**src/assert_macros.svh**
```systemverilog
// ----------------------------------------------------------------------------
// Assertion macros
// Concurrent assertion wrappers shared by the RTL. They are empty in synthesis.
// ----------------------------------------------------------------------------
`ifndef ASSERT_MACROS_SVH
`define ASSERT_MACROS_SVH

`ifndef SYNTHESIS

// The consequent must hold in the same cycle as the antecedent.
`define ASSERT_IMPLIES(label, clk, rst_n, ante, cons) \
    label: assert property (@(posedge clk) disable iff (!rst_n) (ante) |-> (cons)) \
        else $error("assertion failed: same-cycle implication");

// The consequent must hold in the cycle after the antecedent.
`define ASSERT_NEXT(label, clk, rst_n, ante, cons) \
    label: assert property (@(posedge clk) disable iff (!rst_n) (ante) |=> (cons)) \
        else $error("assertion failed: next-cycle implication");

`else

`define ASSERT_IMPLIES(label, clk, rst_n, ante, cons)
`define ASSERT_NEXT(label, clk, rst_n, ante, cons)

`endif

`endif

```
**src/mmcs_pkg.sv**
```systemverilog
// ----------------------------------------------------------------------------
// mmcs_pkg
// Shared types and constants of the min-max contrast stretch block.
// ----------------------------------------------------------------------------
package mmcs_pkg;

    // Default grey-level width.
    localparam int unsigned PIXEL_BITS_DEF = 8;

    // Operation codes carried by an input item.
    typedef enum logic [1:0] {
        OP_CLEAR   = 2'd0,
        OP_OBSERVE = 2'd1,
        OP_MAP     = 2'd2,
        OP_NONE    = 2'd3
    } t_op;

    // Configuration register indexes.
    typedef enum logic {
        REG_OUT_MIN = 1'b0,
        REG_OUT_MAX = 1'b1
    } t_reg_idx;

endpackage

```
**src/min_max_contrast_stretch_top.sv**
```systemverilog
// ----------------------------------------------------------------------------
// min_max_contrast_stretch_top
// Two-pass linear contrast stretch of grey-level pixels.
//
// The input channel carries an operation and a pixel. A clear transfer empties
// the lowest/highest statistics, an observe transfer folds the pixel into them,
// and a map transfer returns one result on the output channel:
//   out_min + floor((out_max-out_min)*(p-low)/(high-low) + 1/2), saturated.
// When nothing was observed or the range is a single level the result is
// out_min with flat_range set. Clear, observe and unused codes give no result.
// The user must write out_min and out_max through the configuration port only
// while idle; the block itself does not enforce it. Clear and observe leave the
// block idle, so it is ready again at once. A flat map shows its result in the
// cycle after the transfer. Any other map steps through a multiply, a setup,
// the passes of the shared restoring divide subtractor, and a rounding and
// saturation state. The input is not ready while an item is in work or its
// result waits; a stalled receiver simply holds the result.
// Reset restores out_min = 0, out_max = full scale and empty statistics.
// ----------------------------------------------------------------------------
`include "assert_macros.svh"

module min_max_contrast_stretch_top #(
    parameter int unsigned PIXEL_BITS = mmcs_pkg::PIXEL_BITS_DEF
) (
    input  logic                  i_clk,
    input  logic                  i_rst_n,
    input  logic                  i_cfg_we,
    input  mmcs_pkg::t_reg_idx    i_cfg_index,
    input  logic [PIXEL_BITS-1:0] i_cfg_data,
    input  logic                  i_in_valid,
    output logic                  o_in_ready,
    input  mmcs_pkg::t_op         i_operation,
    input  logic [PIXEL_BITS-1:0] i_pixel,
    output logic                  o_out_valid,
    input  logic                  i_out_ready,
    output logic [PIXEL_BITS-1:0] o_mapped_pixel,
    output logic                  o_flat_range
);
    import mmcs_pkg::*;

    localparam int unsigned W  = PIXEL_BITS;
    localparam int unsigned PW = 2 * W + 2;      // product width
    localparam int unsigned NW = 2 * W + 3;      // rounded numerator width
    localparam int unsigned QW = NW - 1;         // dividend / quotient width
    localparam int unsigned DW = W + 1;          // divisor width
    localparam int unsigned CW = $clog2(QW + 1);
    localparam logic [W-1:0] PIX_MAX = {W{1'b1}};

    typedef enum logic [5:0] {
        ST_IDLE = 6'b000001,
        ST_MUL  = 6'b000010,
        ST_PREP = 6'b000100,
        ST_DIV  = 6'b001000,
        ST_FIX  = 6'b010000,
        ST_OUT  = 6'b100000
    } t_state;

    t_state r_state, n_state;

    logic [W-1:0]         r_out_min, r_out_max;
    logic [W-1:0]         r_low, r_high;
    logic                 r_any;
    logic [W-1:0]         r_pix;
    logic signed [PW-1:0] r_prod;
    logic                 r_neg;
    logic [DW-1:0]        r_divisor;
    logic [DW-1:0]        r_rem;
    logic [QW-1:0]        r_quo;
    logic [CW-1:0]        r_cnt;
    logic [W-1:0]         r_mapped;
    logic                 r_flat;

    logic                 s_in_xfer;
    logic                 s_is_flat;
    logic signed [W:0]    s_span, s_dist;
    logic signed [PW-1:0] s_prod;
    logic [W-1:0]         s_range;
    logic [NW-1:0]        s_num;
    logic [NW-1:0]        s_num_abs;
    logic [DW:0]          s_trial;
    logic                 s_ge;
    logic [DW:0]          s_diff;
    logic [NW-1:0]        s_q;
    logic [NW:0]          s_v;
    logic [W-1:0]         s_sat;

    assign o_in_ready     = (r_state == ST_IDLE);
    assign o_out_valid    = (r_state == ST_OUT);
    assign o_mapped_pixel = r_mapped;
    assign o_flat_range   = r_flat;

    assign s_in_xfer = i_in_valid && o_in_ready;
    assign s_is_flat = !r_any || (r_high <= r_low);

    // Signed span of the output scale and distance of the pixel from the low level.
    assign s_span  = $signed({1'b0, r_out_max}) - $signed({1'b0, r_out_min});
    assign s_dist  = $signed({1'b0, r_pix}) - $signed({1'b0, r_low});
    assign s_prod  = PW'(s_span) * PW'(s_dist);
    assign s_range = r_high - r_low;

    // Numerator 2*num + r; the divisor is 2*r, so the quotient is the rounded value.
    assign s_num     = {r_prod, 1'b0} + NW'(s_range);
    assign s_num_abs = s_num[NW-1] ? (~s_num + NW'(1)) : s_num;

    // One restoring step of the shared subtractor.
    assign s_trial = {r_rem, r_quo[QW-1]};
    assign s_ge    = (s_trial >= (DW+1)'(r_divisor));
    assign s_diff  = s_trial - (DW+1)'(r_divisor);

    // Floor of a negative quotient rounds away from zero when a remainder is left.
    always_comb begin
        if (r_neg) begin
            s_q = ~(NW'(r_quo) + NW'(r_rem != '0)) + NW'(1);
        end else begin
            s_q = NW'(r_quo);
        end
        s_v = {s_q[NW-1], s_q} + (NW+1)'(r_out_min);
        if (s_v[NW]) begin
            s_sat = '0;
        end else if (s_v[NW-1:0] > NW'(PIX_MAX)) begin
            s_sat = PIX_MAX;
        end else begin
            s_sat = s_v[W-1:0];
        end
    end

    always_comb begin
        n_state = r_state;
        unique case (r_state)
            ST_IDLE: begin
                if (s_in_xfer && i_operation == OP_MAP) begin
                    n_state = s_is_flat ? ST_OUT : ST_MUL;
                end
            end
            ST_MUL:  n_state = ST_PREP;
            ST_PREP: n_state = ST_DIV;
            ST_DIV: begin
                if (r_cnt == CW'(1)) begin
                    n_state = ST_FIX;
                end
            end
            ST_FIX:  n_state = ST_OUT;
            ST_OUT: begin
                if (i_out_ready) begin
                    n_state = ST_IDLE;
                end
            end
            default: n_state = ST_IDLE;
        endcase
    end

    // Control state, configuration and statistics.
    always_ff @(posedge i_clk) begin
        if (!i_rst_n) begin
            r_state   <= ST_IDLE;
            r_out_min <= '0;
            r_out_max <= PIX_MAX;
            r_low     <= '0;
            r_high    <= '0;
            r_any     <= 1'b0;
            r_cnt     <= '0;
        end else begin
            r_state <= n_state;
            if (i_cfg_we) begin
                unique case (i_cfg_index)
                    REG_OUT_MIN: r_out_min <= i_cfg_data;
                    REG_OUT_MAX: r_out_max <= i_cfg_data;
                    default:     r_out_min <= r_out_min;
                endcase
            end
            if (s_in_xfer) begin
                case (i_operation)
                    OP_CLEAR: begin
                        r_low  <= '0;
                        r_high <= '0;
                        r_any  <= 1'b0;
                    end
                    OP_OBSERVE: begin
                        r_any <= 1'b1;
                        if (!r_any || i_pixel < r_low) begin
                            r_low <= i_pixel;
                        end
                        if (!r_any || i_pixel > r_high) begin
                            r_high <= i_pixel;
                        end
                    end
                    default: r_any <= r_any;
                endcase
            end
            if (r_state == ST_PREP) begin
                r_cnt <= CW'(QW);
            end else if (r_state == ST_DIV) begin
                r_cnt <= r_cnt - CW'(1);
            end
        end
    end

    // Datapath registers.
    always_ff @(posedge i_clk) begin
        if (s_in_xfer) begin
            r_pix    <= i_pixel;
            r_mapped <= r_out_min;
            r_flat   <= 1'b1;
        end
        if (r_state == ST_MUL) begin
            r_prod <= s_prod;
        end
        if (r_state == ST_PREP) begin
            r_neg     <= s_num[NW-1];
            r_quo     <= s_num_abs[QW-1:0];
            r_rem     <= '0;
            r_divisor <= {s_range, 1'b0};
        end
        if (r_state == ST_DIV) begin
            r_rem <= s_ge ? s_diff[DW-1:0] : s_trial[DW-1:0];
            r_quo <= {r_quo[QW-2:0], s_ge};
        end
        if (r_state == ST_FIX) begin
            r_mapped <= s_sat;
            r_flat   <= 1'b0;
        end
    end

    `ASSERT_IMPLIES(a_ready_excl, i_clk, i_rst_n, o_out_valid, !o_in_ready)
    `ASSERT_IMPLIES(a_flat_is_min, i_clk, i_rst_n, o_out_valid && r_flat, r_mapped == r_out_min)
    `ASSERT_NEXT(a_map_busy, i_clk, i_rst_n, s_in_xfer && i_operation == OP_MAP, !o_in_ready)
    `ASSERT_IMPLIES(a_div_count, i_clk, i_rst_n, r_state == ST_DIV, r_cnt != '0)

endmodule
```
**config.mk**
```make
export PLATFORM = sky130hd
export DESIGN_NAME = min_max_contrast_stretch_top
export DESIGN_NICKNAME = d
export VERILOG_FILES = /design/src/mmcs_pkg.sv /design/src/min_max_contrast_stretch_top.sv
export VERILOG_INCLUDE_DIRS = /design/src /design/src/src
export SDC_FILE = /design/constraint.sdc
export NUM_CORES = 1
export LEC_CHECK = 0
export BUFFER_PORTS_ARGS = -buffer_cell sky130_fd_sc_hd__buf_2
export CORE_UTILIZATION = 36
export CTS_CLUSTER_SIZE = 14
export DETAILED_ROUTE_END_ITERATION = 16
export SLEW_MARGIN = 0
export SYNTH_ARGS = -nofsm -noshare
export SYNTH_HDL_FRONTEND = slang
export SYNTH_SLANG_ARGS = --single-unit
```
**constraint.sdc**
```tcl
create_clock -name i_clk -period 7.6 [get_ports i_clk]
set_input_delay 0 -clock i_clk [delete_from_list [all_inputs] [get_ports i_clk]]
set_output_delay 0 -clock i_clk [all_outputs]
set_load 0.02 [all_outputs]
```
==> results.py, run 1 <==
metrics = {
    "outcome": {
        "status": "finished clean",
    },
    "clock_network": {
        "tritoncts.num_buffers": 17,
        "clock_tree.root_cell": "clkbuf_16",
        "post-cts-setup-buffer-count": 0,
        "cts.htree.levels": 4,
        "tritoncts": "done",
        "clk_slew_on_worst_s_h_paths_ns": 0.06,
        "clk_path_buf_depth": 2,
        "clock_latency_ns": 0.42,
        "cts.sink_count": 115,
    },
    "placed_design": {
        "placedCellCount": 1764,
        "place.detailed.hpwl_um": 21600,
        "gpl.final_weighted_congestion": 0.871,
        "port-buffer-count": 34,
        "worst_setup_slack_before_clock_tree_synthesis_ns": 0.401,
    },
    "sta": {
        "finalMaxSlewViolations": 0,
        "final_min_period_over_clock_period_pct": 93.2,
        "max_freq_ghz": 0.141,
        "post-route-min-period_ns": 7.09,
        "worst_slew_margin_rel_pct": 25.4,
        "grt_setup_unrepaired": "no",
        "setup_violations": 0,
        "tightestPinTransition_ns": 1.09,
        "finalClockSkew_ns": 0.0177,
        "final.hold.worst_slack_ns": 0.0928,
        "totalNegativeSetupSlack_ns": 0,
        "final_critical_path_setup_slack_ns": 0.514,
        "final_hold_viol_count": 0,
    },
    "final_layout": {
        "n_antenna_cell": 0,
        "finalCoreUtilization_pct": 41.6,
        "layout_fillers": 3251,
        "flow.area_growth_from_synthesis_pct": 12.4,
        "final_layout_size_suffix_gt1_share_pct": 7.89,
        "final_cells": 1816,
        "finalNetCount": 1574,
    },
    "synthesis": {
        "postSynth.topFlopCell": "edfxtp_1",
        "synth_compound_area_share_pct": 14.4,
        "synthesized_nets": 1528,
        "ys_seq_elements": 115,
        "yosys.area_share.simple_pct": 19.3,
        "seq_area_frac_synth_pct": 25.4,
        "synth_area_per_cell_um2": 8.93,
        "synth_async_sr_flop_share_pct": 0,
        "synthDistinctLibCells": 80,
        "post_synth_instance_area_mm2": 0.0118,
        "portion_of_netlist_area_occupied_by_mux_cells_pct": 3.35,
        "yosys.area_share.adder_pct": 24.2,
        "netlist_instances": 1322,
        "synth_xor_xnor_area_share_pct": 6.90,
        "synth_top_family_by_area": "adder cells",
        "edff_count_synth": 70,
        "yosysWarnings": 0,
    },
    "worst_setup_path": {
        "critPathLaunchType": "register",
        "path_max_fanout": 3,
        "timing.critical_path.arrival_ns": 7.24,
        "crit_path_frequent_cell": "fa_1",
        "crit_path_top_delay_cell": "fa_1",
        "critPathMaxStageDelay_ns": 0.56,
        "critical_path_required_ns": 7.75,
        "cp_capture_type": "register",
        "critical_path_class": "reg2reg",
    },
    "drt": {
        "drcViolationCount": 0,
        "first_pass_iters": 7,
        "antenna_violating_nets_post_route": 0,
        "wire_per_inst_um": 14.8,
        "route.detailed.vias_per_inst": 5.12,
        "detail_route.wirelength_um": 26900,
        "vias": 9300,
        "drt_iter0_markers": 598,
    },
    "floorplanning": {
        "num_rows": 65,
        "die_y_um": 183,
        "die_x_um": 183,
        "coreArea_mm2": 0.0319,
        "top_level_port_count": 35,
        "floorplan.die_area_mm2": 0.0335,
        "floorplan.initialDensity_pct": 37.0,
    },
    "power": {
        "power_density_mw_per_mm2": 528,
        "p_leak_nw": 5.61,
        "power.share.switching_pct": 43.4,
        "irDropWorstVdd_uv": 941,
        "share_clk_of_total_power_pct": 11.3,
        "intPower_mw": 3.96,
        "share_seq_of_total_power_pct": 15.2,
        "power.share.combinational_pct": 73.5,
        "power.net_switching_mw": 3.03,
    },
    "global_route": {
        "number_of_antenna_violations_at_the_first_check_in_global_routing": 0,
        "grt_pass1_vias": 9258,
        "grt_pass1_wl_um": 45200,
        "grt_remaining_overflow": 0,
        "largest_net_degree_at_the_start_of_global_routing": 42,
        "grt_usage_pct": 16.7,
    },
    "job": {
        "max_cap_viol_count": 0,
    },
    "worst_hold_path": {
        "hold_path.class": "in2reg",
    },
}
==> power by group through the flow <==
stage / Combinational (mW) / Sequential, mW / Clock (mW)
2_1_floorplan: 4.11 / 1.09 / 0
3_3_place_gp: 5.03 / 1.08 / 0
3_5_place_dp: 5.15 / 1.08 / 0
4_1_cts: 5.24 / 1.07 / 0.807
5_1_grt: 6.00 / 1.07 / 0.832
6_report: 5.14 / 1.07 / 0.792
==> cell type report <==
class                   instances  area, µm²  area share, %
clock buffers                  25        517           3.90
multi-input cells            1015       8080           60.9
clock inverters                 7       67.6          0.510
repair buffers                 70        490           3.70
well taps                     435        544           4.11
flip-flops and latches        115       3000           22.7
inverters                     149        559           4.22
==> state kept, by name (all words and copies together) (netlist names) <==
| signal | count |
|---|---|
| r_prod | 18 |
| r_quo | 18 |
| r_rem | 9 |
| o_mapped_pixel | 8 |
| r_divisor | 8 |
| r_high | 8 |
| r_low | 8 |
| r_out_max | 8 |
| r_out_min | 8 |
| r_pix | 8 |
| r_state | 6 |
| r_cnt | 5 |
| o_flat_range | 1 |
| r_any | 1 |
| r_neg | 1 |
==> synth_stat cells (13+ instances only) <==
master | n | area share, %
a211oi_1 | 13 | 0.83
a21o_1 | 25 | 1.6
a21oi_1 | 70 | 3.0
and2_1 | 25 | 1.3
clkbuf_1 | 29 | 0.92
dfxtp_1 | 45 | 7.6
edfxtp_1 | 70 | 18
fa_1 | 77 | 13
ha_1 | 105 | 11
inv_1 | 148 | 4.7
mux2i_1 | 35 | 3.0
nand2_1 | 127 | 4.0
nand2b_1 | 28 | 1.5
nand3_1 | 25 | 1.1
nand4_1 | 16 | 0.85
nor2_1 | 91 | 2.9
nor2b_1 | 49 | 2.6
nor3_1 | 23 | 0.98
o21ai_0 | 39 | 1.7
xnor2_1 | 68 | 5.0
xor2_1 | 25 | 1.9
==> final timing paths <==
path                 from            to  slack (ns)  cells past startpoint
max              r_pix[0]    r_prod[17]        0.51                     30
min               i_rst_n  r_out_max[3]        0.09                      2
max reg2reg      r_pix[0]    r_prod[17]        0.51                     30
min reg2reg  o_flat_range  o_flat_range        0.47                      1
==> what timing repair did <==
item / 4_1_cts / 5_1_grt
hold buffers: 20 / 0
gates resized for setup: 0 / 5
endpoints found under the hold margin: 27 / 0
setup endpoints to repair: 0 / 1
==> per-layer routing <==
| metal | part of all wire, % | vias to the layer above | GRT usage (%) |
|---|---|---|---|
| met5 | 0 | - | 0 |
| met1 | 49 | 4469 | 22.7 |
| met2 | 48 | 146 | 28.5 |
| met3 | 2.5 | 22 | 2.07 |
| met4 | 1.0 | 0 | 3.60 |
| li1 | - | 4663 | - |
==> per-stage QoR <==
stage | power [mW] | area (µm²)
floorplan | 5.20 | 11800
global placement | 6.11 | 12400
detailed placement | 6.23 | 12400
CTS | 7.11 | 13200
global route | 7.90 | 13300
finish | 7.00 | 13300
==> logic make-up after synthesis <==
group                    count (synthesis)
AND/OR/NAND/NOR                        449
AO/OA/AOI/OAI                          252
buffers and inverters                  192
adder cells (fa/ha/maj)                182
flip-flops                             115
XOR/XNOR                                93
multiplexers                            39
==> critical path, delay by kind of cell (launching register included) <==
| kind | cells | cell delay (ns) |
|---|---|---|
| compound gates | 13 | 2.31 |
| xor+xnor | 1 | 0.15 |
| fa+ha+maj | 8 | 3.47 |
| buf+inv | 5 | 0.27 |
| flops | 1 | 0.36 |
| simple gates | 3 | 0.26 |
==> cell usage in the layout (no fill, tap or decap), types with 23 or more instances in the layout <==
cell type	count
nor3_1	23
ha_1	105
and2_1	25
xnor2_1	66
o21ai_0	39
nand3_1	25
mux2i_1	35
nand2b_1	28
inv_1	148
a21o_1	25
nor2b_1	49
nand2_1	127
edfxtp_1	70
xor2_1	25
nor2_1	91
a21oi_1	67
fa_1	77
dfxtp_1	45
buf_2	34
(Power assumes the default switching activity.)
==> run 2: changes to the inputs <==
Settings changed: MAX_ROUTING_LAYER from default to met4.
Clock period 7.6 ns to 6 ns, I/O delays scaled along.
==> results.py, run 2 (synthesis gave the netlist of run 1 again) <==
metrics = {
    "outcome": {
        "status": "finished, violations left",
        "failed_checks": "negative setup slack",
    },
    "global_route": {
        "largest_net_degree_at_the_start_of_global_routing": 42,
        "grt_pass1_wl_um": 46000,
        "grt_usage_pct": 17.5,
        "grt_pass1_vias": 9637,
        "number_of_antenna_violations_at_the_first_check_in_global_routing": 0,
        "grt_remaining_overflow": 0,
    },
    "worst_setup_path": {
        "ff2ff_setup_slack_ns": -0.26,
        "critical_path.reg2reg.endpoint": "r_prod[17]",
        "reg2reg_from": "r_out_max[0]",
        "critical_path_required_ns": 6.18,
        "cp_capture_type": "register",
        "critPathMaxStageDelay_ns": 0.51,
        "path_max_fanout": 3,
        "r2r.worst_path.cells": 30,
        "crit_path_top_delay_cell": "fa_1",
        "critical_path_class": "reg2reg",
        "critPathLaunchType": "register",
        "timing.critical_path.arrival_ns": 6.44,
    },
    "job": {
        "max_cap_viol_count": 0,
    },
    "final_layout": {
        "finalCoreUtilization_pct": 43.7,
        "layout_common_cells": "inv_1, nand2_1, ha_1",
        "layout_fillers": 3184,
        "flow.area_growth_from_synthesis_pct": 18.1,
        "final_layout_size_suffix_gt1_share_pct": 14.3,
        "n_antenna_cell": 0,
        "combined_area_of_the_multi_input_logic_cells_mm2": 0.00820,
        "area.sequential_mm2": 0.00301,
        "layout_commonest_cell": "inv_1",
        "finalNetCount": 1643,
        "reg_top3": "r_prod: 18 flops, r_quo: 18 flops, r_rem: 9 flops",
    },
    "drt": {
        "first_pass_iters": 5,
        "wire_per_inst_um": 14.6,
        "drcViolationCount": 0,
        "antenna_violating_nets_post_route": 0,
        "detail_route.wirelength_um": 27500,
        "drt_iter0_markers": 537,
        "route.detailed.vias_per_inst": 5.07,
        "vias": 9564,
    },
    "worst_hold_path": {
        "hold_path.class": "in2reg",
        "hold_path_depth": 2,
        "whs_endpoint": "r_out_max[3]",
        "hold_start": "i_rst_n",
    },
    "sta": {
        "post-route-min-period_ns": 6.26,
        "totalNegativeSetupSlack_ns": -0.770,
        "tightestPinTransition_ns": 1.03,
        "final_hold_viol_count": 0,
        "final_min_period_over_clock_period_pct": 104,
        "final_critical_path_setup_slack_ns": -0.259,
        "worst_slew_margin_rel_pct": 30.7,
        "max_freq_ghz": 0.160,
        "grt_setup_unrepaired": "yes",
        "finalClockSkew_ns": 0.0106,
        "finalMaxSlewViolations": 0,
        "setup_violations": 4,
    },
    "floorplanning": {
        "top_level_port_count": 35,
        "num_rows": 65,
        "die_y_um": 183,
        "floorplan.die_area_mm2": 0.0335,
        "die_x_um": 183,
        "coreArea_mm2": 0.0319,
        "floorplan.initialDensity_pct": 37.0,
    },
    "clock_network": {
        "tritoncts": "done",
        "cts.htree.levels": 4,
        "clock_latency_ns": 0.43,
        "tritoncts.num_buffers": 17,
        "clk_slew_on_worst_s_h_paths_ns": 0.06,
        "clock_tree.root_cell": "clkbuf_16",
        "clk_path_buf_depth": 2,
        "cts.sink_count": 115,
    },
    "placed_design": {
        "port-buffer-count": 34,
        "place.detailed.hpwl_um": 22000,
        "gpl.final_weighted_congestion": 0.877,
    },
}
-- run 2: changes by cell type in the layout (fill, tap and decap cells not counted), moves of 5 or more --
cell     before  now
o21ai_1       9   14
a21oi_2       4   14
a21oi_1      67   56
inv_6         0    6
buf_4        16   83
o21ai_0      39   34
-- run 2: cell type report --
class / count / area share (%)
Clock inverter: 15 / 1.22
Multi-Input combinational cell: 1015 / 58.8
Timing Repair Buffer: 139 / 7.36
Sequential cell: 115 / 21.6
Inverter: 149 / 4.01
Clock buffer: 17 / 3.05
Tap cell: 435 / 3.91
-- run 2: worst max-delay path by stage --
stage / start / endpoint / slack [ns] / cells after the start
3_3_place_gp: r_pix[1] / r_prod[17] / -0.20 / 28
4_1_cts: r_pix[0] / r_prod[17] / -0.27 / 30
2_1_floorplan: r_out_min[0] / r_prod[17] / -0.26 / 29
3_5_place_dp: r_pix[1] / r_prod[17] / -0.32 / 28
5_1_grt: r_out_max[0] / r_prod[17] / -0.54 / 30
6_report: r_out_max[0] / r_prod[17] / -0.26 / 30
-- run 2: per-stage QoR --
stage          std cells  area (µm²)  hold slack (ns)  worst slack [ns]
6_report            1885       13900           0.0787            -0.259
5_1_grt             1885       13900           0.0944            -0.544
3_5_place_dp        1826       13000            0.232            -0.323
3_3_place_gp        1826       13000            0.239            -0.200
4_1_cts             1882       13800           0.0566            -0.268
2_1_floorplan       1322       11900           0.0989            -0.260
-- run 2: critical path: cells and delay by family (launching register included) --
| kind | cells | cell delay [ns] |
|---|---|---|
| XOR/XNOR | 1 | 0.13 |
| buffers and inverters | 5 | 0.29 |
| AND/OR/NAND/NOR | 3 | 0.25 |
| adder cells (fa/ha/maj) | 8 | 3.23 |
| flip-flops | 1 | 0.29 |
| AO/OA/AOI/OAI | 13 | 1.80 |
-- run 2: per-layer routing --
| layer | GRT usage, % | part of all wire, % |
|---|---|---|
| met5 | - | 0 |
| met2 | 29.1 | 48 |
| met4 | 4.17 | 1.3 |
| met1 | 22.2 | 48 |
| met3 | 2.98 | 3.2 |
-- run 2: what timing repair did --
action,in CTS,in global routing
pin swaps,8,10
buffers inserted,4,3
endpoints found under the setup margin,5,15
resized for setup,4,14
hold buffers,20,0
endpoints found under the hold margin,27,0
Power of run 2 is left out: the tool's default activity adds up to more than one toggle a clock period on the data nets, which glitch-free logic cannot reach.
